==> src/sv/cbd_pkg.sv <==
// Shared types, codes and address decode for the CPU bus decoder.
package cbd_pkg;

    // Operation codes of an input item
    localparam logic [1:0] OP_READ   = 2'd0;
    localparam logic [1:0] OP_WRITE  = 2'd1;
    localparam logic [1:0] OP_TICK   = 2'd2;
    localparam logic [1:0] OP_RETURN = 2'd3;

    // Downstream request kinds
    localparam logic [1:0] KIND_NONE  = 2'd0;
    localparam logic [1:0] KIND_READ  = 2'd1;
    localparam logic [1:0] KIND_WRITE = 2'd2;

    // Downstream targets
    localparam logic [1:0] TGT_RAM = 2'd0;
    localparam logic [1:0] TGT_PPU = 2'd1;
    localparam logic [1:0] TGT_APU = 2'd2;
    localparam logic [1:0] TGT_ROM = 2'd3;

    // Memory map boundaries
    localparam logic [15:0] ADDR_PPU      = 16'h2000;
    localparam logic [15:0] ADDR_APU      = 16'h4000;
    localparam logic [15:0] ADDR_OAM_DMA  = 16'h4014;
    localparam logic [15:0] ADDR_JOY1     = 16'h4016;
    localparam logic [15:0] ADDR_JOY2     = 16'h4017;
    localparam logic [15:0] ADDR_EMPTY    = 16'h4018;
    localparam logic [15:0] ADDR_WRAM     = 16'h6000;
    localparam logic [15:0] ADDR_ROM      = 16'h8000;
    localparam logic [15:0] ADDR_OAM_DATA = 16'h2004;
    localparam logic [7:0]  JOY_OPEN_BUS  = 8'h40;

    localparam int WORK_RAM_DEPTH = 8192;
    localparam int QUEUE_DEPTH    = 4;

    typedef enum logic [3:0] {
        RG_RAM,
        RG_PPU,
        RG_APU,
        RG_OAM_DMA,
        RG_JOY1,
        RG_JOY2,
        RG_EMPTY,
        RG_WRAM,
        RG_ROM
    } t_region;

    // One result item
    typedef struct packed {
        logic [1:0]  request_kind;
        logic [1:0]  target;
        logic [15:0] request_address;
        logic [7:0]  request_data;
        logic        local_valid;
        logic [7:0]  local_data;
        logic        dma_active;
    } t_result;

    function automatic t_region region_of(logic [15:0] a);
        t_region r;
        if (a < ADDR_PPU)              r = RG_RAM;
        else if (a < ADDR_APU)         r = RG_PPU;
        else if (a == ADDR_OAM_DMA)    r = RG_OAM_DMA;
        else if (a == ADDR_JOY1)       r = RG_JOY1;
        else if (a == ADDR_JOY2)       r = RG_JOY2;
        else if (a < ADDR_EMPTY)       r = RG_APU;
        else if (a < ADDR_WRAM)        r = RG_EMPTY;
        else if (a < ADDR_ROM)         r = RG_WRAM;
        else                           r = RG_ROM;
        return r;
    endfunction

    function automatic logic [1:0] target_of(t_region r);
        logic [1:0] t;
        unique case (r)
            RG_RAM:  t = TGT_RAM;
            RG_PPU:  t = TGT_PPU;
            RG_ROM:  t = TGT_ROM;
            default: t = TGT_APU;
        endcase
        return t;
    endfunction

endpackage

==> src/sv/cbd_queue.sv <==
// Short result queue between the front end and the output stage.
module cbd_queue (
    input  logic                                      i_clk,
    input  logic                                      i_rst_n,
    input  logic                                      i_push,
    input  cbd_pkg::t_result                          i_item,
    input  logic                                      i_pop,
    output logic                                      o_valid,
    output cbd_pkg::t_result                          o_item,
    output logic [$clog2(cbd_pkg::QUEUE_DEPTH+1)-1:0] o_count
);

    localparam int PW = $clog2(cbd_pkg::QUEUE_DEPTH);
    localparam int CW = $clog2(cbd_pkg::QUEUE_DEPTH + 1);
    localparam logic [PW-1:0] LAST = PW'(cbd_pkg::QUEUE_DEPTH - 1);

    cbd_pkg::t_result r_buf [cbd_pkg::QUEUE_DEPTH];
    logic [PW-1:0]    r_head, r_tail;
    logic [CW-1:0]    r_count;
    logic             do_pop;

    assign o_valid = (r_count != '0);
    assign o_item  = r_buf[r_head];
    assign o_count = r_count;
    assign do_pop  = i_pop && o_valid;

    always_ff @(posedge i_clk) begin
        if (i_push) r_buf[r_tail] <= i_item;
    end

    // Pointers and fill level
    always_ff @(posedge i_clk) begin
        if (!i_rst_n) begin
            r_head  <= '0;
            r_tail  <= '0;
            r_count <= '0;
        end else begin
            if (i_push) r_tail <= (r_tail == LAST) ? '0 : r_tail + PW'(1);
            if (do_pop) r_head <= (r_head == LAST) ? '0 : r_head + PW'(1);
            r_count <= r_count + CW'(i_push) - CW'(do_pop);
        end
    end

endmodule

==> config.mk <==
export PLATFORM = sky130hd
export DESIGN_NAME = cbd_queue
export DESIGN_NICKNAME = d
export VERILOG_FILES = /design/src/sv/cbd_pkg.sv /design/src/sv/cbd_queue.sv
export SDC_FILE = /design/constraint.sdc
export NUM_CORES = 1
export LEC_CHECK = 0
export BUFFER_PORTS_ARGS = -buffer_cell sky130_fd_sc_hd__buf_2
export CAP_MARGIN = 0
export CORE_ASPECT_RATIO = 0.9
export CORE_MARGIN = 2
export CORE_UTILIZATION = 50
export CTS_CLUSTER_DIAMETER = 80
export DETAILED_ROUTE_END_ITERATION = 10
export PLACE_DENSITY = 0.76
export SLEW_MARGIN = 0
export SYNTH_ARGS = -nofsm -noshare
export SYNTH_HDL_FRONTEND = slang
export SYNTH_SLANG_ARGS = --single-unit
export TNS_END_PERCENT = 100
==> constraint.sdc <==
create_clock -name i_clk -period 2.79 [get_ports i_clk]
set_clock_uncertainty 0.2 [all_clocks]
set_input_delay 0.1395 -clock i_clk [delete_from_list [all_inputs] [get_ports i_clk]]
set_output_delay 0.1395 -clock i_clk [all_outputs]
set_load 0.05 [all_outputs]
==> impl_metrics.tcl, run 1 <==
set metrics [dict create \
    die_y_um 108 \
    yosysTopAreaCellShare 0.765 \
    netlist_instances 241 \
    multi_input_area_mm2 0.00113 \
    arrival_ns 2.05 \
    r2r-end "o_count[2]$_SDFF_PN0_" \
    overflow 0 \
    h-tree-depth 4 \
    vias_per_cell 5.21 \
    fin_crit_sh 0.857 \
    status "complete, no violations" \
    regToRegStartpoint "o_count[1]$_SDFF_PN0_" \
    maxCapViolCount 0 \
    maxSlewViolCount 0 \
    clk_latency_ns 0.41 \
    yosysWarnings 0 \
    fillers 737 \
    clockBufferDepth 2 \
    ys_top_cells_by_area "edfxtp_1, mux4_2, dfxtp_1" \
    grt_max_degree 25 \
    fin_crit_ns 2.39 \
    rows 37 \
    insertedDiodeCount 0 \
    crit_type "flop to primary output" \
    worstPathMaxFanout 23 \
    crit_required_ns 2.45 \
    hpwl_um 6150 \
    hold_class "input pin to flop" \
    synth_top_area_cell "edfxtp_1" \
    syn_nets 291 \
    cts_setup_buffers 0 \
    syn2layout_area_growth_pct 28.8 \
    swShare 0.306 \
    cp-end-kind "primary output" \
    min_to "r_buf[3][28]$_DFFE_PP_" \
    port-buffer-count 83 \
    clock_sinks 161 \
    switching_power_mw 2.16 \
    tns_ns 0 \
    antenna_found_initial 0 \
    synth_edf_count 152 \
    drtIter0Drc 203 \
    vias 2875 \
    dieArea_mm2 0.0128 \
    synth.avg_cell_area_um2 24.7 \
    worst_pin_slew_ns 0.520 \
    cp-start-kind "flop" \
    timing.hold.ws_ns 0.274 \
    vdd_drop_max_mv 0.656 \
    fmax_mhz 418 \
    comb_power_share 0.245 \
    synthDistinctLibCells 21 \
    finalWeightedCongestion 0.677 \
    rsz0062_at_grt "no" \
    die_x_um 119 \
    placed_cell_area_mm2 0.00663 \
    power_density_mw_per_mm2 920 \
    r2r_slack_ns 0.63 \
    drtPass1Iterations 4 \
    grt_pass1_wl_um 15900 \
    drive_above_1_share 0.414 \
    finish.utilization 0.666 \
    cts_hold_buf 42 \
    register_area_mm2 0.00475 \
    leakagePower_nw 2.69 \
    p_clk_frac 0.345 \
    grt_use_total 0.172 \
    wl_per_cell_um 18.5 \
    ys_seq_area_frac 0.796 \
    ant_nets 0 \
    ys_seq_elements 161 \
    setup_violations 0 \
    layout_common_cells "edfxtp_1, buf_2, dlygate4sd3_1" \
    cts_buffers 17 \
    root_buffer "clkbuf_16" \
    synth_flop_cell "edfxtp_1" \
    slew_headroom 0.653 \
    tritoncts "built" \
    initial_utilization 0.517 \
    finalInstanceArea_mm2 0.00768 \
    first_global_vias 3113 \
    path_clk_slew_ns 0.06 \
    seqPwrFrac 0.410 \
    hold_start "i_item[28]" \
    synthArstFlopShare 0 \
    drc 0 \
    layout_commonest_cell "edfxtp_1" \
    p_int_mw 4.91 \
    total_power_mw 7.07 \
    syn_area_mm2 0.00596 \
    rr_worst_depth 8 \
    hold_viol 0 \
    coreArea_mm2 0.0115 \
    hold_depth 2 \
    io_pins 84 \
    cts_resized 0 \
    drt-total-wl_um 10200 \
    finalNetCount 433 \
]
==> worst max-delay path by stage <==
stage | startpoint | to | slack, ns | depth (start not counted)
after floorplan | o_count[1]$_SDFF_PN0_ | o_count[2]$_SDFF_PN0_ | 0.45 | 8
after global placement | o_count[1]$_SDFF_PN0_ | o_count[2]$_SDFF_PN0_ | 0.70 | 8
after detailed placement | o_count[1]$_SDFF_PN0_ | o_count[2]$_SDFF_PN0_ | 0.63 | 8
after CTS | flop | o_item[30] | 0.34 | 3
after global routing | flop | o_item[36] | 0.28 | 3
final | flop | o_item[36] | 0.40 | 3
==> layer usage <==
layer	track usage	wire, um
met1	0.217	4200
met4	0.0757	101
met5	0	0
met2	0.280	5130
met3	0.0519	764
==> cell usage after synthesis (2+ instances only) <==
cell type and number:
edfxtp_1 152, buf_2 3, ha_1 7, dfxtp_1 9
nor2b_1 4, inv_1 5, buf_12 2, and2_1 5
mux2i_1 3, nand2_1 3, mux4_2 38
==> registers in the layout, summed over array words and instances (netlist names), named ones only <==
name / count
o_count: 3
r_buf: 152
r_tail: 2
r_head: 2
==> cells by family (layout without fill, tap and decap cells) <==
logic type / count (synthesis) / in the layout / synth area share
simple gates: 15 / 15 / 0.0151
fa+ha+maj: 8 / 8 / 0.0180
mux: 41 / 41 / 0.149
buf+inv: 13 / 168 / 0.0162
flops: 161 / 161 / 0.796
compound gates: 2 / 2 / 0.00273
xor+xnor: 1 / 1 / 0.00378
==> cell type report <==
type	instances	area share
Sequential cell	161	0.618
Multi-Input combinational cell	67	0.147
Timing Repair Buffer	131	0.124
Clock buffer	18	0.0559
Clock inverter	14	0.0266
Tap cell	156	0.0254
Inverter	5	0.00244
==> power by group through the flow <==
stage                     Combinational, mW  Clock, mW  Sequential (mW)
after detailed placement               1.71          0             2.95
after CTS                              1.76       2.48             2.90
final                                  1.73       2.44             2.89
after global routing                   1.82       2.57             2.91
after floorplan                        1.38          0             2.92
after global placement                 1.69          0             2.94
==> critical path, stage by stage (launching register included) <==
cell and delay (ns):
dfxtp_4 0.57, buf_12 0.27, mux4_2 0.56, buf_2 0.23
==> through the flow <==
| stage | setup WS, ns | instances |
|---|---|---|
| floorplan | 0.451 | 241 |
| global placement | 0.702 | 478 |
| detailed placement | 0.626 | 478 |
| CTS | 0.342 | 552 |
| global route | 0.284 | 552 |
| finish | 0.398 | 552 |
Power figures use the tool's default switching activity.
==> inputs of run 2 (changes only) <==
- ABC_AREA: not set -> 1
==> run 2 against run 1 <==
Against the previous run:
- highest routed layer unchanged
- combinational power grew 54%
- sequential share of layout area grew 0.15 points
- flip-flop and latch count is the same
- core utilization shrank 2.7 points
- critical path depth grew 1
- non-clock buffer count grew 3
==> impl_metrics.tcl, run 2 <==
set metrics [dict create \
    yosysTopAreaCellShare 0.745 \
    ant_nets 0 \
    coreArea_mm2 0.0120 \
    vias 3873 \
    synthTopCellsByCount "edfxtp_1, nor2_1, o21ai_0, o22ai_1, inv_1" \
    synth.avg_cell_area_um2 14.3 \
    path_clk_slew_ns 0.06 \
    path_cells "buf_4 -> o21ai_0 -> o22ai_1 -> buf_2" \
    finalNetCount 607 \
    synth_flop_cell "edfxtp_1" \
    drtIter0Drc 425 \
    synth_top_area_cell "edfxtp_1" \
    maxCapViolCount 0 \
    crit_type "flop to primary output" \
    drt-total-wl_um 12200 \
    vdd_drop_max_mv 0.671 \
    clock_sinks 161 \
    die_x_um 121 \
    tritoncts "built" \
    syn_nets 479 \
    crit_family "buffers and inverters" \
    insertedDiodeCount 0 \
    setup_violations 0 \
    fin_crit_ns 2.46 \
    synthDistinctLibCells 22 \
    finalWeightedCongestion 0.730 \
    ys_seq_area_frac 0.775 \
    cp-start-kind "flop" \
    status "complete, no violations" \
    first_global_vias 3798 \
    place_inst 656 \
    syn2layout_area_growth_pct 25.0 \
    timing.hold.ws_ns 0.273 \
    fmax_mhz 406 \
    hpwl_um 6880 \
    synthArstFlopShare 0 \
    worst_pin_slew_ns 0.721 \
    wl_per_cell_um 16.8 \
    arrival_ns 2.12 \
    grt_max_degree 77 \
    maxSlewViolCount 0 \
    leakagePower_nw 2.80 \
    h-tree-depth 4 \
    io_pins 84 \
    hold_viol 0 \
    worstPathMaxFanout 76 \
    hold_class "input pin to flop" \
    regMostFlops "r_buf" \
    slowest_delay_ns 0.57 \
    rsz0062_at_grt "no" \
    slowest_stage "buf_4" \
    cts_buffers 17 \
    dieArea_mm2 0.0131 \
    initial_utilization 0.511 \
    clk_latency_ns 0.41 \
    cp-end-kind "primary output" \
    total_power_mw 7.72 \
    layout_common_cells "edfxtp_1, nor2_1, buf_2" \
    drive_above_1_share 0.215 \
    drc 0 \
    vias_per_cell 5.32 \
    crit_buf_inv 2 \
    die_y_um 109 \
    ys_seq_elements 161 \
    overflow 0 \
    grt_pass1_wl_um 19000 \
    netlist_instances 429 \
    rows 38 \
    power_density_mw_per_mm2 1010 \
    syn_area_mm2 0.00612 \
    tns_ns 0 \
    slew_headroom 0.520 \
    largest_reg_flops 152 \
    root_buffer "clkbuf_16" \
    cts_setup_buffers 0 \
    fillers 882 \
    port-buffer-count 83 \
    drtPass1Iterations 4 \
    grt_use_total 0.196 \
    synth_edf_count 152 \
    layout.cells.non_filler 728 \
    yosysWarnings 0 \
    layout_commonest_cell "edfxtp_1" \
    ys_top_cells_by_area "edfxtp_1, o21ai_0, nor2_1" \
    clockBufferDepth 2 \
    fin_crit_sh 0.883 \
    antenna_found_initial 0 \
    yosys.cell_count.top_type "edfxtp_1" \
    crit_required_ns 2.45 \
]
[run 2: cell types whose count changed in the layout (fill, tap and decap cells not counted), moves of 4 or more]
cell | before | now
nor2_1 | 0 | 83
o21ai_0 | 0 | 69
mux4_2 | 38 | 0
o22ai_1 | 0 | 38
nand2_1 | 3 | 11
o21ai_1 | 0 | 7
inv_1 | 5 | 11
inv_2 | 0 | 6
buf_4 | 0 | 5
a21oi_1 | 0 | 4
and2_2 | 4 | 0
clkinv_4 | 4 | 0
nor2b_1 | 4 | 0
[run 2: logic make-up after synthesis]
kind of cell / count (synthesis) / share of synthesized area
DFF: 161 / 0.775
AOI/OAI and AO/OA: 119 / 0.105
and+or+nand+nor: 98 / 0.0609
buffers and inverters: 42 / 0.0398
adders and majority gates: 8 / 0.0176
xor gates and xnor gates: 1 / 0.00143
[run 2: report_power, final]
| part | internal (mW) | switching [mW] |
|---|---|---|
| clock network | 1.38 | 0.823 |
| logic | 0.623 | 2.05 |
| registers | 2.80 | 0.0502 |
[run 2: worst paths after layout]
| check | cells past startpoint | start | end | slack [ns] |
|---|---|---|---|---|
| setup / recovery | 4 | flop | o_item[4] | 0.33 |
| hold / removal | 2 | i_item[2] | r_buf[2][2]$_DFFE_PP_ | 0.27 |
| setup reg to reg | 8 | o_count[1]$_SDFF_PN0_ | o_count[0]$_SDFF_PN0_ | 0.64 |
| hold reg to reg | 2 | r_head[1]$_SDFFE_PN0N_ | r_head[1]$_SDFFE_PN0N_ | 0.36 |
[run 2: cell type report]
class | count | area [um^2] | share of cell area
Sequential cell | 161 | 4750 | 0.620
Multi-Input combinational cell | 226 | 1130 | 0.148
Timing Repair Buffer | 134 | 953 | 0.125
Clock buffer | 21 | 440 | 0.0575
Tap cell | 160 | 200 | 0.0262
Clock inverter | 9 | 116 | 0.0152
Inverter | 17 | 63.8 | 0.00834
[run 2: repair_timing]
item / CTS / global route
endpoints found under the setup margin: 0 / 0
hold buffers: 42 / 0
gates resized for setup: 0 / 0
hold endpoints to repair: 161 / 0
[run 2: per-layer routing]
layer | up-vias | GRT usage | wire, um
met3 | 9 | 0.0638 | 745
met2 | 129 | 0.318 | 6120
met5 | - | 0 | 0
li1 | 1839 | - | -
met1 | 1896 | 0.249 | 5270
met4 | 0 | 0.0731 | 72
[run 2: worst reg2reg max path: stages (launching register included)]
cell,delay [ns]
dfxtp_1,0.35
nor2_1,0.17
a21boi_0,0.12
ha_1,0.28
inv_1,0.03
ha_1,0.25
nand2_1,0.05
dlygate4sd3_1,0.54
inv_1,0.04
[run 2: through the flow]
step	area, um^2	util	worst slack [ns]
after floorplan	6120	-	0.519
after global placement	6680	0.557	0.848
after detailed placement	6680	0.557	0.737
after CTS	7650	0.639	0.310
after global routing	7650	0.639	0.187
final	7650	0.639	0.327
==> inputs of run 3 (changes only) <==
- CTS_BUF_LIST: not set -> sky130_fd_sc_hd__clkbuf_2
==> run 3 against run 2 <==
Against the previous run:
- fmax fell by 5.4%
- clock-buffer cell count unchanged
- highest routed layer unchanged
- largest cell class unchanged
- core utilization up 0.75 points
- sequential share of layout area is 0.71 points lower
- wire length up 1.5%
- first-iteration DRC count shrank 8.5%
==> impl_metrics.tcl, run 3 (synthesized netlist as in run 2, its figures left out) <==
set metrics [dict create \
    slowest_stage "dfxtp_2" \
    port-buffer-count 83 \
    h-tree-depth 4 \
    power_density_mw_per_mm2 878 \
    tns_ns 0 \
    path_cells "buf_8 -> o21ai_0 -> o22ai_1 -> buf_2" \
    vias_per_cell 5.26 \
    clockBufferDepth 2 \
    drtPass1Iterations 5 \
    finalWeightedCongestion 0.730 \
    rows 38 \
    drive_above_1_share 0.210 \
    regToRegStartpoint "o_count[2]$_SDFF_PN0_" \
    hold_class "input pin to flop" \
    io_pins 84 \
    finalNetCount 648 \
    crit_path_end "o_item[22]" \
    clock_sinks 161 \
    die_y_um 109 \
    maxCapViolCount 0 \
    hold_viol 0 \
    layout_commonest_cell "edfxtp_1" \
    initial_utilization 0.511 \
    crit_required_ns 2.45 \
    vdd_drop_max_mv 0.725 \
    overflow 0 \
    largest_reg_flops 152 \
    drt-total-wl_um 12400 \
    hpwl_um 6880 \
    syn2layout_area_growth_pct 26.5 \
    drtIter0Drc 389 \
    antenna_found_initial 0 \
    coreArea_mm2 0.0120 \
    vias 4047 \
    cp-end-kind "primary output" \
    tritoncts "built" \
    regMostFlops "r_buf" \
    grt_pass1_wl_um 19400 \
    grt_use_total 0.198 \
    leakagePower_nw 2.85 \
    grt_max_degree 77 \
    die_x_um 121 \
    layout_common_cells "edfxtp_1, dlygate4sd3_1, buf_2" \
    status "complete, no violations" \
    worst_pin_slew_ns 0.571 \
    rr_worst_depth 11 \
    cp-start-kind "flop" \
    arrival_ns 2.26 \
    ant_nets 0 \
    timing.hold.ws_ns 0.0946 \
    fmax_mhz 384 \
    root_buffer "clkbuf_2" \
    dieArea_mm2 0.0131 \
    setup_violations 0 \
    wl_per_cell_um 16.1 \
    drc 0 \
    fin_crit_ns 2.60 \
    first_global_vias 3937 \
    total_power_mw 6.80 \
    cts_buffers 17 \
    rsz0062_at_grt "no" \
    fin_crit_sh 0.933 \
    maxSlewViolCount 0 \
    worstPathMaxFanout 76 \
    r2r-end "o_count[2]$_SDFF_PN0_" \
    insertedDiodeCount 0 \
    r2r_slack_ns 0.19 \
    clk_latency_ns 0.71 \
    slew_headroom 0.619 \
    path_clk_slew_ns 0.20 \
    crit_type "flop to primary output" \
    slowest_delay_ns 0.41 \
]
[run 3: routing by layer]
metal  part of all wire  track usage
met4              0.012       0.0772
met3              0.061       0.0586
met1               0.42        0.246
met2               0.50        0.331
met5                  0            0
[run 3: final cells by class]
type                    count  area, um^2
fillers                   909        4240
well taps                 160         200
multi-input cells         226        1140
flip-flops and latches    161        4750
inverters                  17        67.6
clock buffers              21         105
repair buffers            175        1370
clock inverters             9         116
[run 3: stage by stage]
stage | cells | cell area, um^2 | setup slack, ns | utilization
after detailed placement | 656 | 6680 | 0.737 | 0.557
after global placement | 656 | 6680 | 0.848 | 0.557
after CTS | 769 | 7730 | 0.0418 | 0.645
final | 769 | 7740 | 0.187 | 0.646
after floorplan | 429 | 6120 | 0.519 | -
after global routing | 769 | 7740 | 0.0260 | 0.646
[run 3: how the worst min path moves through the flow]
stage               startpoint                endpoint  slack (ns)  cells after the start
floorplan              i_rst_n   o_count[0]$_SDFF_PN0_        0.04                      2
global route             i_pop                    flop        0.05                      5
finish                   i_pop                    flop        0.09                      5
detailed placement  i_item[17]  r_buf[3][17]$_DFFE_PP_        0.16                      1
global placement    i_item[16]  r_buf[3][16]$_DFFE_PP_        0.15                      1
CTS                      i_pop                    flop        0.02                      5
[run 3: critical path, delay by kind of cell (launching register included)]
kind	cells	cell delay [ns]
flip-flops	1	0.41
AO/OA/AOI/OAI	2	0.42
buffers and inverters	2	0.67
[run 3: timing repair]
action                                  in CTS  in global routing
buffers inserted                             0                  0
pin swaps                                    0                  0
endpoints found under the setup margin      13                 26
hold buffers                                83                  0
hold endpoints to repair                   236                  0
gates resized for setup                      1                  7
[run 3: report_power, final]
part / total [mW] / internal (mW) / switching (mW)
sequential: 2.85 / 2.79 / 0.0561
combinational: 2.74 / 0.683 / 2.06
clock: 1.21 / 0.492 / 0.716
total: 6.80 / 3.97 / 2.83
