**config.mk**
```make
export PLATFORM = sky130hd
export DESIGN_NAME = cbd_back_flat
export DESIGN_NICKNAME = d
export VERILOG_FILES = /design/src/sv/cbd_pkg.sv /design/src/sv/cbd_if.sv /design/src/sv/cbd_back.sv /design/src/flat_wrapper.sv
export SDC_FILE = /design/constraint.sdc
export NUM_CORES = 1
export LEC_CHECK = 0
export BUFFER_PORTS_ARGS = -buffer_cell sky130_fd_sc_hd__buf_2
export CAP_MARGIN = 40
export CORE_MARGIN = 10
export CORE_UTILIZATION = 39
export CTS_CLUSTER_DIAMETER = 60
export CTS_CLUSTER_SIZE = 30
export DETAILED_ROUTE_END_ITERATION = 7
export PLACE_DENSITY = 0.81
export RECOVER_POWER = 25
export SETUP_SLACK_MARGIN = 0.05
export SLEW_MARGIN = 0
export SYNTH_ARGS = -nofsm -noshare
export SYNTH_HDL_FRONTEND = slang
export SYNTH_SLANG_ARGS = --single-unit
```
**constraint.sdc**
```tcl
create_clock -name i_clk -period 3.4 [get_ports i_clk]
set_clock_uncertainty 0.1 [all_clocks]
set_input_delay 0.17 -clock i_clk [delete_from_list [all_inputs] [get_ports i_clk]]
set_output_delay 0.17 -clock i_clk [all_outputs]
set_load 0.05 [all_outputs]
```
**src/sv/cbd_pkg.sv**
```systemverilog
// Shared types, codes and address decode for the CPU bus decoder.
package cbd_pkg;

    // Operation codes of an input item
    localparam logic [1:0] OP_READ   = 2'd0;
    localparam logic [1:0] OP_WRITE  = 2'd1;
    localparam logic [1:0] OP_TICK   = 2'd2;
    localparam logic [1:0] OP_RETURN = 2'd3;

    // Downstream request kinds
    localparam logic [1:0] KIND_NONE  = 2'd0;
    localparam logic [1:0] KIND_READ  = 2'd1;
    localparam logic [1:0] KIND_WRITE = 2'd2;

    // Downstream targets
    localparam logic [1:0] TGT_RAM = 2'd0;
    localparam logic [1:0] TGT_PPU = 2'd1;
    localparam logic [1:0] TGT_APU = 2'd2;
    localparam logic [1:0] TGT_ROM = 2'd3;

    // Memory map boundaries
    localparam logic [15:0] ADDR_PPU      = 16'h2000;
    localparam logic [15:0] ADDR_APU      = 16'h4000;
    localparam logic [15:0] ADDR_OAM_DMA  = 16'h4014;
    localparam logic [15:0] ADDR_JOY1     = 16'h4016;
    localparam logic [15:0] ADDR_JOY2     = 16'h4017;
    localparam logic [15:0] ADDR_EMPTY    = 16'h4018;
    localparam logic [15:0] ADDR_WRAM     = 16'h6000;
    localparam logic [15:0] ADDR_ROM      = 16'h8000;
    localparam logic [15:0] ADDR_OAM_DATA = 16'h2004;
    localparam logic [7:0]  JOY_OPEN_BUS  = 8'h40;

    localparam int WORK_RAM_DEPTH = 8192;
    localparam int QUEUE_DEPTH    = 4;

    typedef enum logic [3:0] {
        RG_RAM,
        RG_PPU,
        RG_APU,
        RG_OAM_DMA,
        RG_JOY1,
        RG_JOY2,
        RG_EMPTY,
        RG_WRAM,
        RG_ROM
    } t_region;

    // One result item
    typedef struct packed {
        logic [1:0]  request_kind;
        logic [1:0]  target;
        logic [15:0] request_address;
        logic [7:0]  request_data;
        logic        local_valid;
        logic [7:0]  local_data;
        logic        dma_active;
    } t_result;

    function automatic t_region region_of(logic [15:0] a);
        t_region r;
        if (a < ADDR_PPU)              r = RG_RAM;
        else if (a < ADDR_APU)         r = RG_PPU;
        else if (a == ADDR_OAM_DMA)    r = RG_OAM_DMA;
        else if (a == ADDR_JOY1)       r = RG_JOY1;
        else if (a == ADDR_JOY2)       r = RG_JOY2;
        else if (a < ADDR_EMPTY)       r = RG_APU;
        else if (a < ADDR_WRAM)        r = RG_EMPTY;
        else if (a < ADDR_ROM)         r = RG_WRAM;
        else                           r = RG_ROM;
        return r;
    endfunction

    function automatic logic [1:0] target_of(t_region r);
        logic [1:0] t;
        unique case (r)
            RG_RAM:  t = TGT_RAM;
            RG_PPU:  t = TGT_PPU;
            RG_ROM:  t = TGT_ROM;
            default: t = TGT_APU;
        endcase
        return t;
    endfunction

endpackage

```
**src/sv/cbd_if.sv**
```systemverilog


interface cbd_out_if;
    logic        valid;
    logic        ready;
    logic [1:0]  request_kind;
    logic [1:0]  target;
    logic [15:0] request_address;
    logic [7:0]  request_data;
    logic        local_valid;
    logic [7:0]  local_data;
    logic        dma_active;

    modport source(output valid, request_kind, target, request_address, request_data,
                   local_valid, local_data, dma_active, input ready);
    modport sink(input valid, request_kind, target, request_address, request_data,
                 local_valid, local_data, dma_active, output ready);
endinterface

```
**src/sv/cbd_back.sv**
```systemverilog
// Output stage: drains the queue into a registered result channel.
module cbd_back (
    input  logic             i_clk,
    input  logic             i_rst_n,
    input  logic             i_valid,
    input  cbd_pkg::t_result i_item,
    output logic             o_pop,
    cbd_out_if.source        o_out
);

    logic             r_valid;
    cbd_pkg::t_result r_item;

    // Refill whenever the register is empty or being taken
    assign o_pop = i_valid && (!r_valid || o_out.ready);

    always_ff @(posedge i_clk) begin
        if (!i_rst_n) begin
            r_valid <= 1'b0;
        end else if (!r_valid || o_out.ready) begin
            r_valid <= i_valid;
        end
    end

    always_ff @(posedge i_clk) begin
        if (o_pop) r_item <= i_item;
    end

    assign o_out.valid           = r_valid;
    assign o_out.request_kind    = r_item.request_kind;
    assign o_out.target          = r_item.target;
    assign o_out.request_address = r_item.request_address;
    assign o_out.request_data    = r_item.request_data;
    assign o_out.local_valid     = r_item.local_valid;
    assign o_out.local_data      = r_item.local_data;
    assign o_out.dma_active      = r_item.dma_active;

endmodule

```
**src/flat_wrapper.sv**
```systemverilog
// flat-port wrapper written by rule: the top's interface ports become plain ports
module cbd_back_flat 
  (i_clk, i_rst_n, i_valid, i_item, o_pop, o_out_valid, o_out_request_kind, o_out_target, o_out_request_address, o_out_request_data, o_out_local_valid, o_out_local_data, o_out_dma_active, o_out_ready);
  cbd_out_if o_out_i ();
  input  logic i_clk;
  input  logic i_rst_n;
  input  logic i_valid;
  input  cbd_pkg::t_result i_item;
  output logic o_pop;
  output wire logic [$bits(o_out_i.valid)-1:0] o_out_valid;
  output wire logic [$bits(o_out_i.request_kind)-1:0] o_out_request_kind;
  output wire logic [$bits(o_out_i.target)-1:0] o_out_target;
  output wire logic [$bits(o_out_i.request_address)-1:0] o_out_request_address;
  output wire logic [$bits(o_out_i.request_data)-1:0] o_out_request_data;
  output wire logic [$bits(o_out_i.local_valid)-1:0] o_out_local_valid;
  output wire logic [$bits(o_out_i.local_data)-1:0] o_out_local_data;
  output wire logic [$bits(o_out_i.dma_active)-1:0] o_out_dma_active;
  input wire logic [$bits(o_out_i.ready)-1:0] o_out_ready;
  assign o_out_valid = o_out_i.valid;
  assign o_out_request_kind = o_out_i.request_kind;
  assign o_out_target = o_out_i.target;
  assign o_out_request_address = o_out_i.request_address;
  assign o_out_request_data = o_out_i.request_data;
  assign o_out_local_valid = o_out_i.local_valid;
  assign o_out_local_data = o_out_i.local_data;
  assign o_out_dma_active = o_out_i.dma_active;
  assign o_out_i.ready = o_out_ready;
  cbd_back u_core (.i_clk(i_clk), .i_rst_n(i_rst_n), .i_valid(i_valid), .i_item(i_item), .o_pop(o_pop), .o_out(o_out_i));
endmodule
```
==> results of run 1 <==
-- layer usage --
layer | share of wire | vias to the layer above | GRT usage
met5 | 0 | - | 0
met4 | 0.024 | 0 | 0.0577
met3 | 0.15 | 10 | 0.0959
met2 | 0.48 | 66 | 0.231
met1 | 0.35 | 415 | 0.144
li1 | - | 422 | -
-- area by class of cell --
class	count	area (um2)	area share
sequential	39	1160	0.544
timing repair buffer	122	812	0.381
clock buffer	6	51.3	0.0240
tap	31	38.8	0.0182
multi-input combinational	3	35.0	0.0164
clock inverter	2	35.0	0.0164
-- kinds of logic (layout without fill, tap and decap cells) --
group,Yosys count,in the layout,synth area share
buffers and inverters,0,130,0
AOI/OAI and AO/OA,1,1,0.00632
and+or+nand+nor,2,2,0.0168
DFF,39,39,0.977
-- metrics by stage --
| step | total power, mW | area, um2 | std cells |
|---|---|---|---|
| after detailed placement | 0.744 | 1650 | 155 |
| after global routing | 1.13 | 2130 | 203 |
| final | 1.09 | 2130 | 203 |
| after global placement | 0.741 | 1650 | 155 |
| after CTS | 1.09 | 2130 | 203 |
| after floorplan | 0.689 | 1190 | 42 |
-- synth_stat cells --
master    number
edfxtp_1      38
o21a_1         1
dfxtp_1        1
nor2b_4        1
nor2b_1        1
-- flip-flops by register name, summed over array words and instances, names as in the netlist --
signal / count
u_core.o_out.local_valid: 1
u_core.o_out.local_data: 8
u_core.o_out.target: 2
u_core.o_out.request_kind: 2
u_core.o_out.request_data: 8
u_core.o_out.valid: 1
u_core.o_out.dma_active: 1
u_core.o_out.request_address: 16
-- worst max-delay path: stages, from the launching register on --
cell and delay (ns):
dfxtp_1 0.35, nor2b_4 0.14, nor2b_4 0.52, buf_2 0.38
-- timing repair --
| item | 4_1_cts | 5_1_grt |
|---|---|---|
| endpoints found under the hold margin | 39 | 0 |
| setup endpoints to repair | 0 | 0 |
| hold buffers | 40 | 0 |
-- power by group through the flow --
stage | Sequential [mW] | Combinational (mW) | Clock [mW]
6_report | 0.568 | 0.205 | 0.319
5_1_grt | 0.570 | 0.214 | 0.350
4_1_cts | 0.567 | 0.202 | 0.326
3_5_place_dp | 0.578 | 0.167 | 0
3_3_place_gp | 0.576 | 0.165 | 0
2_1_floorplan | 0.676 | 0.0135 | 0
-- worst paths after layout --
check / depth (start not counted) / from / end / slack [ns]
worst max-delay path: 3 / u_core.o_out.valid / o_pop / 1.38
worst min-delay path: 2 / i_valid / u_core.o_out.request_address[0] / 0.25
worst max register to register: 3 / u_core.o_out.valid / u_core.o_out.request_data[3] / 1.63
worst min register to register: 2 / u_core.o_out.valid / u_core.o_out.request_address[0] / 0.82
==> reports/metrics.cfg, run 1 <==
[run_status]
status=complete, no violations

[global_routing]
grt_pass1_vias=1072
grt_antenna_before_repair=0
grt_pass1_wl_um=5790
grt_remaining_overflow=0
grt_max_degree=26
grt_usage=0.143

[clock_tree]
insertion_delay_ns=0.34
htree_levels=2
cts_buffers=5
cts_setup_buffers=0
tritoncts=done
clkTransAtPathRegs_ns=0.12
clockBufferDepth=2
cts_sinks=39
clock-root-buffer=clkbuf_4
cts_resized=0

[layout]
final_core_util=0.754
final_common_cell=buf_2
drive_gt1_frac=0.529
nNetsFinal=213
mostFrequentLayoutCells=buf_2 (79), dlygate4sd3_1 (40), edfxtp_1 (38)
antenna_cells=0
fill_cells=160
syn_to_final_growth_pct=79.5

[timing]
setup_viol=0
drv_slew=0
slew_headroom=0.565
fin_worst_hold_slack_ns=0.249
rsz0062_at_grt=no
setup_tns_ns=0
hold_viol_final=0
max_freq_ghz=0.495
tightest_slew_ns=0.650
setup_ws_ns=1.38
period_needed_ns=2.02
fin_crit_sh=0.594

[yosys]
ys_types=5
yosys_warnings=0
synth_area_um2=1190
synth_area_per_cell_um2=28.3
yosys.area.top_type=edfxtp_1
ys_seq_elements=39
ys_top_cells_by_area=edfxtp_1 (96%), dfxtp_1 (1.7%), nor2b_4 (1.2%)
synth.top_cell.area_share=0.960
ys_seq_area_frac=0.977
synth_nets=84
syn_inst=42

[setup_path]
critPathMaxFanout=25
crit_arrival_ns=1.75
critPathCaptureType=output pin
cp-start-kind=flip-flop
crit_required_ns=3.13
worstSetupPathType=flip-flop to output pin

[power_and_ir_drop]
seq_power_share=0.520
p_leak_nw=0.930
p_int_uw=802
swShare=0.266
p_per_area_nw_per_um2=512
p_switching_uw=290
ir_worst_vdd_uv=308
p_comb_frac=0.187
clockPowerShare=0.293

[floorplan]
core_um2=2830
die_w_um=75.2
io_pins=82
row_count=19
die_height_um=75.2
initial_core_util=0.420
dieArea_um2=5660

[routing]
drc=0
drt-vias-per-instance=4.50
routed_wl_um=3840
drt_iter0_markers=50
drtPass1Iterations=4
ant_nets=0
vias=913
wl_per_cell_um=18.9

[min_path]
worstHoldPathType=input port to flip-flop

[place]
port-buffer-count=81
gp_congestion=0.660
post-place-ws_ns=1.65
dp_hpwl_um=2280

[job]
maxCapViolCount=0

Power figures use the tool's default switching activity.
==> run 2, diff against run 1 <==
==> constraint.sdc (replaced) <==
create_clock -name i_clk -period 2 [get_ports i_clk]
set_clock_uncertainty 0.1 [all_clocks]
set_input_delay 0.1 -clock i_clk [delete_from_list [all_inputs] [get_ports i_clk]]
set_output_delay 0.1 -clock i_clk [all_outputs]
set_load 0.05 [all_outputs]
==> reports/metrics.cfg, run 2 (synthesis gave the netlist of run 1 again) <==
[run_status]
status=complete, no violations

[timing]
period_needed_ns=1.72
setup_viol=0
tightest_slew_ns=0.272
max_freq_ghz=0.581
slew_headroom=0.820
drv_slew=0
setup_tns_ns=0
rsz0062_at_grt=no
hold_viol_final=0
fin_crit_sh=0.860
setup_ws_ns=0.280

[power_and_ir_drop]
ir_worst_vdd_uv=568
p_per_area_nw_per_um2=860
total_power_mw=1.84
p_leak_nw=0.925

[global_routing]
grt_usage=0.145
grt_max_degree=21
grt_remaining_overflow=0
grt_antenna_before_repair=0
grt_pass1_vias=1049
grt_pass1_wl_um=5760

[layout]
drive_gt1_frac=0.532
syn_to_final_growth_pct=79.6
antenna_cells=0
fill_cells=159
multi_input_area_um2=35.0
nNetsFinal=214
regArea_um2=1160
final_common_cell=buf_2
largest_reg_flops=16
mostFrequentLayoutCells=buf_2 (80), dlygate4sd3_1 (40), edfxtp_1 (38)

[place]
dp_hpwl_um=2340
gp_congestion=0.643
post-place-ws_ns=0.692
port-buffer-count=81

[floorplan]
dieArea_um2=5660
row_count=19
initial_core_util=0.420
die_w_um=75.2
die_height_um=75.2
core_um2=2830
io_pins=82

[min_path]
min_from=i_valid
worstHoldPathType=input port to flip-flop
min_to=u_core.o_out.local_data[7]
whs_path_depth=3

[setup_path]
critPathCaptureType=output pin
crit_path_frequent_cell=nor2b_4
crit_required_ns=1.80
r2r_slack_ns=0.62
rr_startpoint=u_core.o_out.valid
cp-start-kind=flip-flop
cpLargestDelayFamily=buffers and inverters
crit_arrival_ns=1.52
crit_path_max_incr_delay_ns=0.34
worstSetupPathType=flip-flop to output pin
slowest_stage=dfxtp_2
worst-r2r-cell-count=3
crit_chain=nor2b_4, nor2b_4, buf_4, buf_2
timing.critical_path.buf_inv=2
regToRegEndpoint=u_core.o_out.valid
critPathMaxFanout=19

[routing]
drt_iter0_markers=33
drt-vias-per-instance=4.58
vias=934
wl_per_cell_um=19.6
ant_nets=0
routed_wl_um=4000
drc=0
drtPass1Iterations=4

[clock_tree]
htree_levels=2
cts_buffers=5
cts_sinks=39
clock-root-buffer=clkbuf_4
tritoncts=done
clockBufferDepth=2
clkTransAtPathRegs_ns=0.13
cts_setup_buffers=0
insertion_delay_ns=0.34

[job]
maxCapViolCount=0

[run 2: changes by cell type in the layout (fill, tap and decap cells not counted), sizes merged]
cell / change
clkbuf: -1
clkinvlp: +1
clkinv: -1
buf: +2
[run 2: layer usage]
| layer | up-vias | global-route usage | routed length, um |
|---|---|---|---|
| li1 | 428 | - | - |
| met1 | 436 | 0.148 | 1480 |
| met2 | 65 | 0.233 | 1890 |
| met3 | 5 | 0.0907 | 570 |
| met4 | 0 | 0.0680 | 59 |
| met5 | - | 0 | 0 |
[run 2: per-stage QoR]
step | cell area [um2] | instances | hold slack [ns] | util
2_1_floorplan | 1200 | 42 | 0.0989 | -
3_3_place_gp | 1660 | 156 | 0.176 | 0.586
3_5_place_dp | 1660 | 156 | 0.178 | 0.586
4_1_cts | 2140 | 204 | 0.263 | 0.755
5_1_grt | 2130 | 204 | 0.286 | 0.755
6_report | 2130 | 204 | 0.286 | 0.755
[run 2: final cells by class]
type	count	area share
Clock buffer	6	0.0193
Clock inverter	2	0.0176
Multi-Input combinational cell	3	0.0164
Sequential cell	39	0.545
Tap cell	31	0.0182
Timing Repair Buffer	123	0.384
[run 2: power breakdown]
part           leakage (nW)  total [mW]  internal (mW)  switching (mW)
Combinational         0.511       0.352          0.117           0.235
Clock                0.0385       0.518          0.264           0.254
Sequential            0.376       0.966          0.953          0.0130
Total                 0.925        1.84           1.33           0.502
[run 2: repair_timing]
item | in CTS | in global routing
hold endpoints to repair | 39 | 0
gates resized for setup | 0 | 0
hold buffers | 40 | 0
[run 2: worst max-delay path by stage]
stage | start | end | slack (ns) | cells after the start
3_3_place_gp | u_core.o_out.valid | o_pop | 0.73 | 4
6_report | u_core.o_out.valid | o_pop | 0.28 | 4
4_1_cts | u_core.o_out.valid | o_pop | 0.30 | 4
3_5_place_dp | u_core.o_out.valid | o_pop | 0.69 | 4
5_1_grt | u_core.o_out.valid | o_pop | 0.22 | 4
2_1_floorplan | u_core.o_out.valid | u_core.o_out.dma_active | 0.14 | 2
[run 2: worst min-delay path, delay by kind of cell]
family / cells / cell delay (ns)
simple gates: 1 / 0.13
buf+inv: 2 / 0.32
==> run 3, diff against run 2 <==
--- a/config.mk
+++ b/config.mk
@@ -19,3 +19,4 @@
 export SYNTH_ARGS = -nofsm -noshare
 export SYNTH_HDL_FRONTEND = slang
 export SYNTH_SLANG_ARGS = --single-unit
+export TNS_END_PERCENT = 50
==> constraint.sdc (replaced) <==
create_clock -name i_clk -period 2 [get_ports i_clk]
set_clock_uncertainty 0.1 [all_clocks]
set_input_delay 0.1 -clock i_clk [delete_from_list [all_inputs] [get_ports i_clk]]
set_output_delay 0.1 -clock i_clk [all_outputs]
set_load 0.1 [all_outputs]
==> reports/metrics.cfg, run 3 (synthesis gave the netlist of run 1 again) <==
[run_status]
status=complete, no violations

[routing]
wl_met3_um=402
ant_nets=0
drt_iter0_markers=114
routed_wl_um=3880
drt-vias-per-instance=4.39
wl_met2_um=2230
wl_per_cell_um=19.1
wl_met1_um=1140
highest_layer=met4
drc=0
drtPass1Iterations=4
vias=892

[floorplan]
dieArea_um2=5660
die_w_um=75.2
io_pins=82
core_um2=2830
die_height_um=75.2
row_count=19
initial_core_util=0.420

[min_path]
whs_path_depth=3
min_to=u_core.o_out.request_address[0]
min_from=i_valid
worstHoldPathType=input port to flip-flop

[power_and_ir_drop]
seq_power_share=0.517
p_int_mw=1.20
p_comb_frac=0.286
swShare=0.354
ir_worst_vdd_uv=580
p_leak_nw=0.921
clockPowerShare=0.197
p_switching_uw=659
p_per_area_nw_per_um2=873

[setup_path]
crit_required_ns=1.80
cpLargestDelayFamily=buffers and inverters
regToRegEndpoint=u_core.o_out.valid
worst-r2r-cell-count=3
worstSetupPathType=flip-flop to output pin
crit_path_max_incr_delay_ns=0.36
cp-start-kind=flip-flop
crit_arrival_ns=1.38
critPathMaxFanout=39
critPathCaptureType=output pin
rr_startpoint=u_core.o_out.valid
crit_chain=nor2b_4, nor2b_4, buf_12, buf_12
timing.critical_path.buf_inv=2
slowest_stage=dfxtp_4
r2r_slack_ns=0.61

[clock_tree]
cts_setup_buffers=0
tritoncts=done
cts_buffers=5
clkTransAtPathRegs_ns=0.11
ctsHoldBuffers=40
cts_resized=0
cts_sinks=39
clockBufferDepth=2
insertion_delay_ns=0.32
clock-root-buffer=clkbuf_4
htree_levels=2

[place]
gp_congestion=0.680
port-buffer-count=81

[timing]
max_freq_ghz=0.632
hold_viol_final=0
slew_headroom=0.662
setup_tns_ns=0
fin_worst_hold_slack_ns=0.259
rsz0062_at_grt=no
setup_viol=0
fin_crit_sh=0.791
drv_slew=0
tightest_slew_ns=0.511
period_needed_ns=1.58

[global_routing]
grt_pass1_wl_um=5640
grt_max_degree=40
grt_antenna_before_repair=0
grt_usage=0.142
grt_remaining_overflow=0
grt_pass1_vias=1052

[layout]
mostFrequentLayoutCells=buf_2 (80), dlygate4sd3_1 (40), edfxtp_1 (38)
antenna_cells=0
nNetsFinal=213
largest_reg_flops=16
final_common_cell=buf_2
syn_to_final_growth_pct=79.4
drive_gt1_frac=0.529

[job]
maxCapViolCount=0

-- run 3: cell types whose count changed in the layout (fill, tap and decap cells not counted), sizes merged --
| cell | change |
|---|---|
| bufinv | -1 |
| clkbuf | -2 |
| clkinv | +2 |
-- run 3: stage by stage --
stage               worst slack (ns)  area [um2]  utilization  instances  power, mW
global route                   0.339        2130        0.754        203       1.93
floorplan                     -0.128        1200            -         42       1.35
global placement               0.795        1680        0.594        155       1.44
CTS                            0.388        2130        0.754        203       1.88
detailed placement             0.768        1680        0.594        155       1.45
finish                         0.418        2130        0.754        203       1.86
-- run 3: worst max-delay path by stage --
stage,from,endpoint,cells after the start
3_5_place_dp,u_core.o_out.valid,u_core.o_out.dma_active,3
2_1_floorplan,u_core.o_out.valid,u_core.o_out.dma_active,2
3_3_place_gp,u_core.o_out.valid,u_core.o_out.dma_active,3
5_1_grt,u_core.o_out.valid,o_pop,4
4_1_cts,u_core.o_out.valid,o_pop,4
6_report,u_core.o_out.valid,o_pop,4
-- run 3: layout make-up --
class,instances,area [um2]
Sequential cell,39,1160
Multi-Input combinational cell,3,35.0
Clock inverter,3,15.0
Timing Repair Buffer,122,841
Fill cell,167,697
Tap cell,31,38.8
Clock buffer,5,37.5
-- run 3: metal layers --
metal  up-vias  track usage
li1        424            -
met1       406        0.122
met2        54        0.263
met3         8       0.0723
met4         0       0.0722
met5         -            0
-- run 3: power groups by stage --
stage | logic (mW) | clock network [mW] | registers, mW
4_1_cts | 0.529 | 0.387 | 0.963
3_5_place_dp | 0.469 | 0 | 0.981
3_3_place_gp | 0.464 | 0 | 0.979
2_1_floorplan | 0.0296 | 0 | 1.32
6_report | 0.532 | 0.366 | 0.963
5_1_grt | 0.548 | 0.415 | 0.968
-- run 3: tightest hold or removal path: stages --
cell and delay [ns]:
buf_2 0.11, nor2b_4 0.12, buf_12 0.17
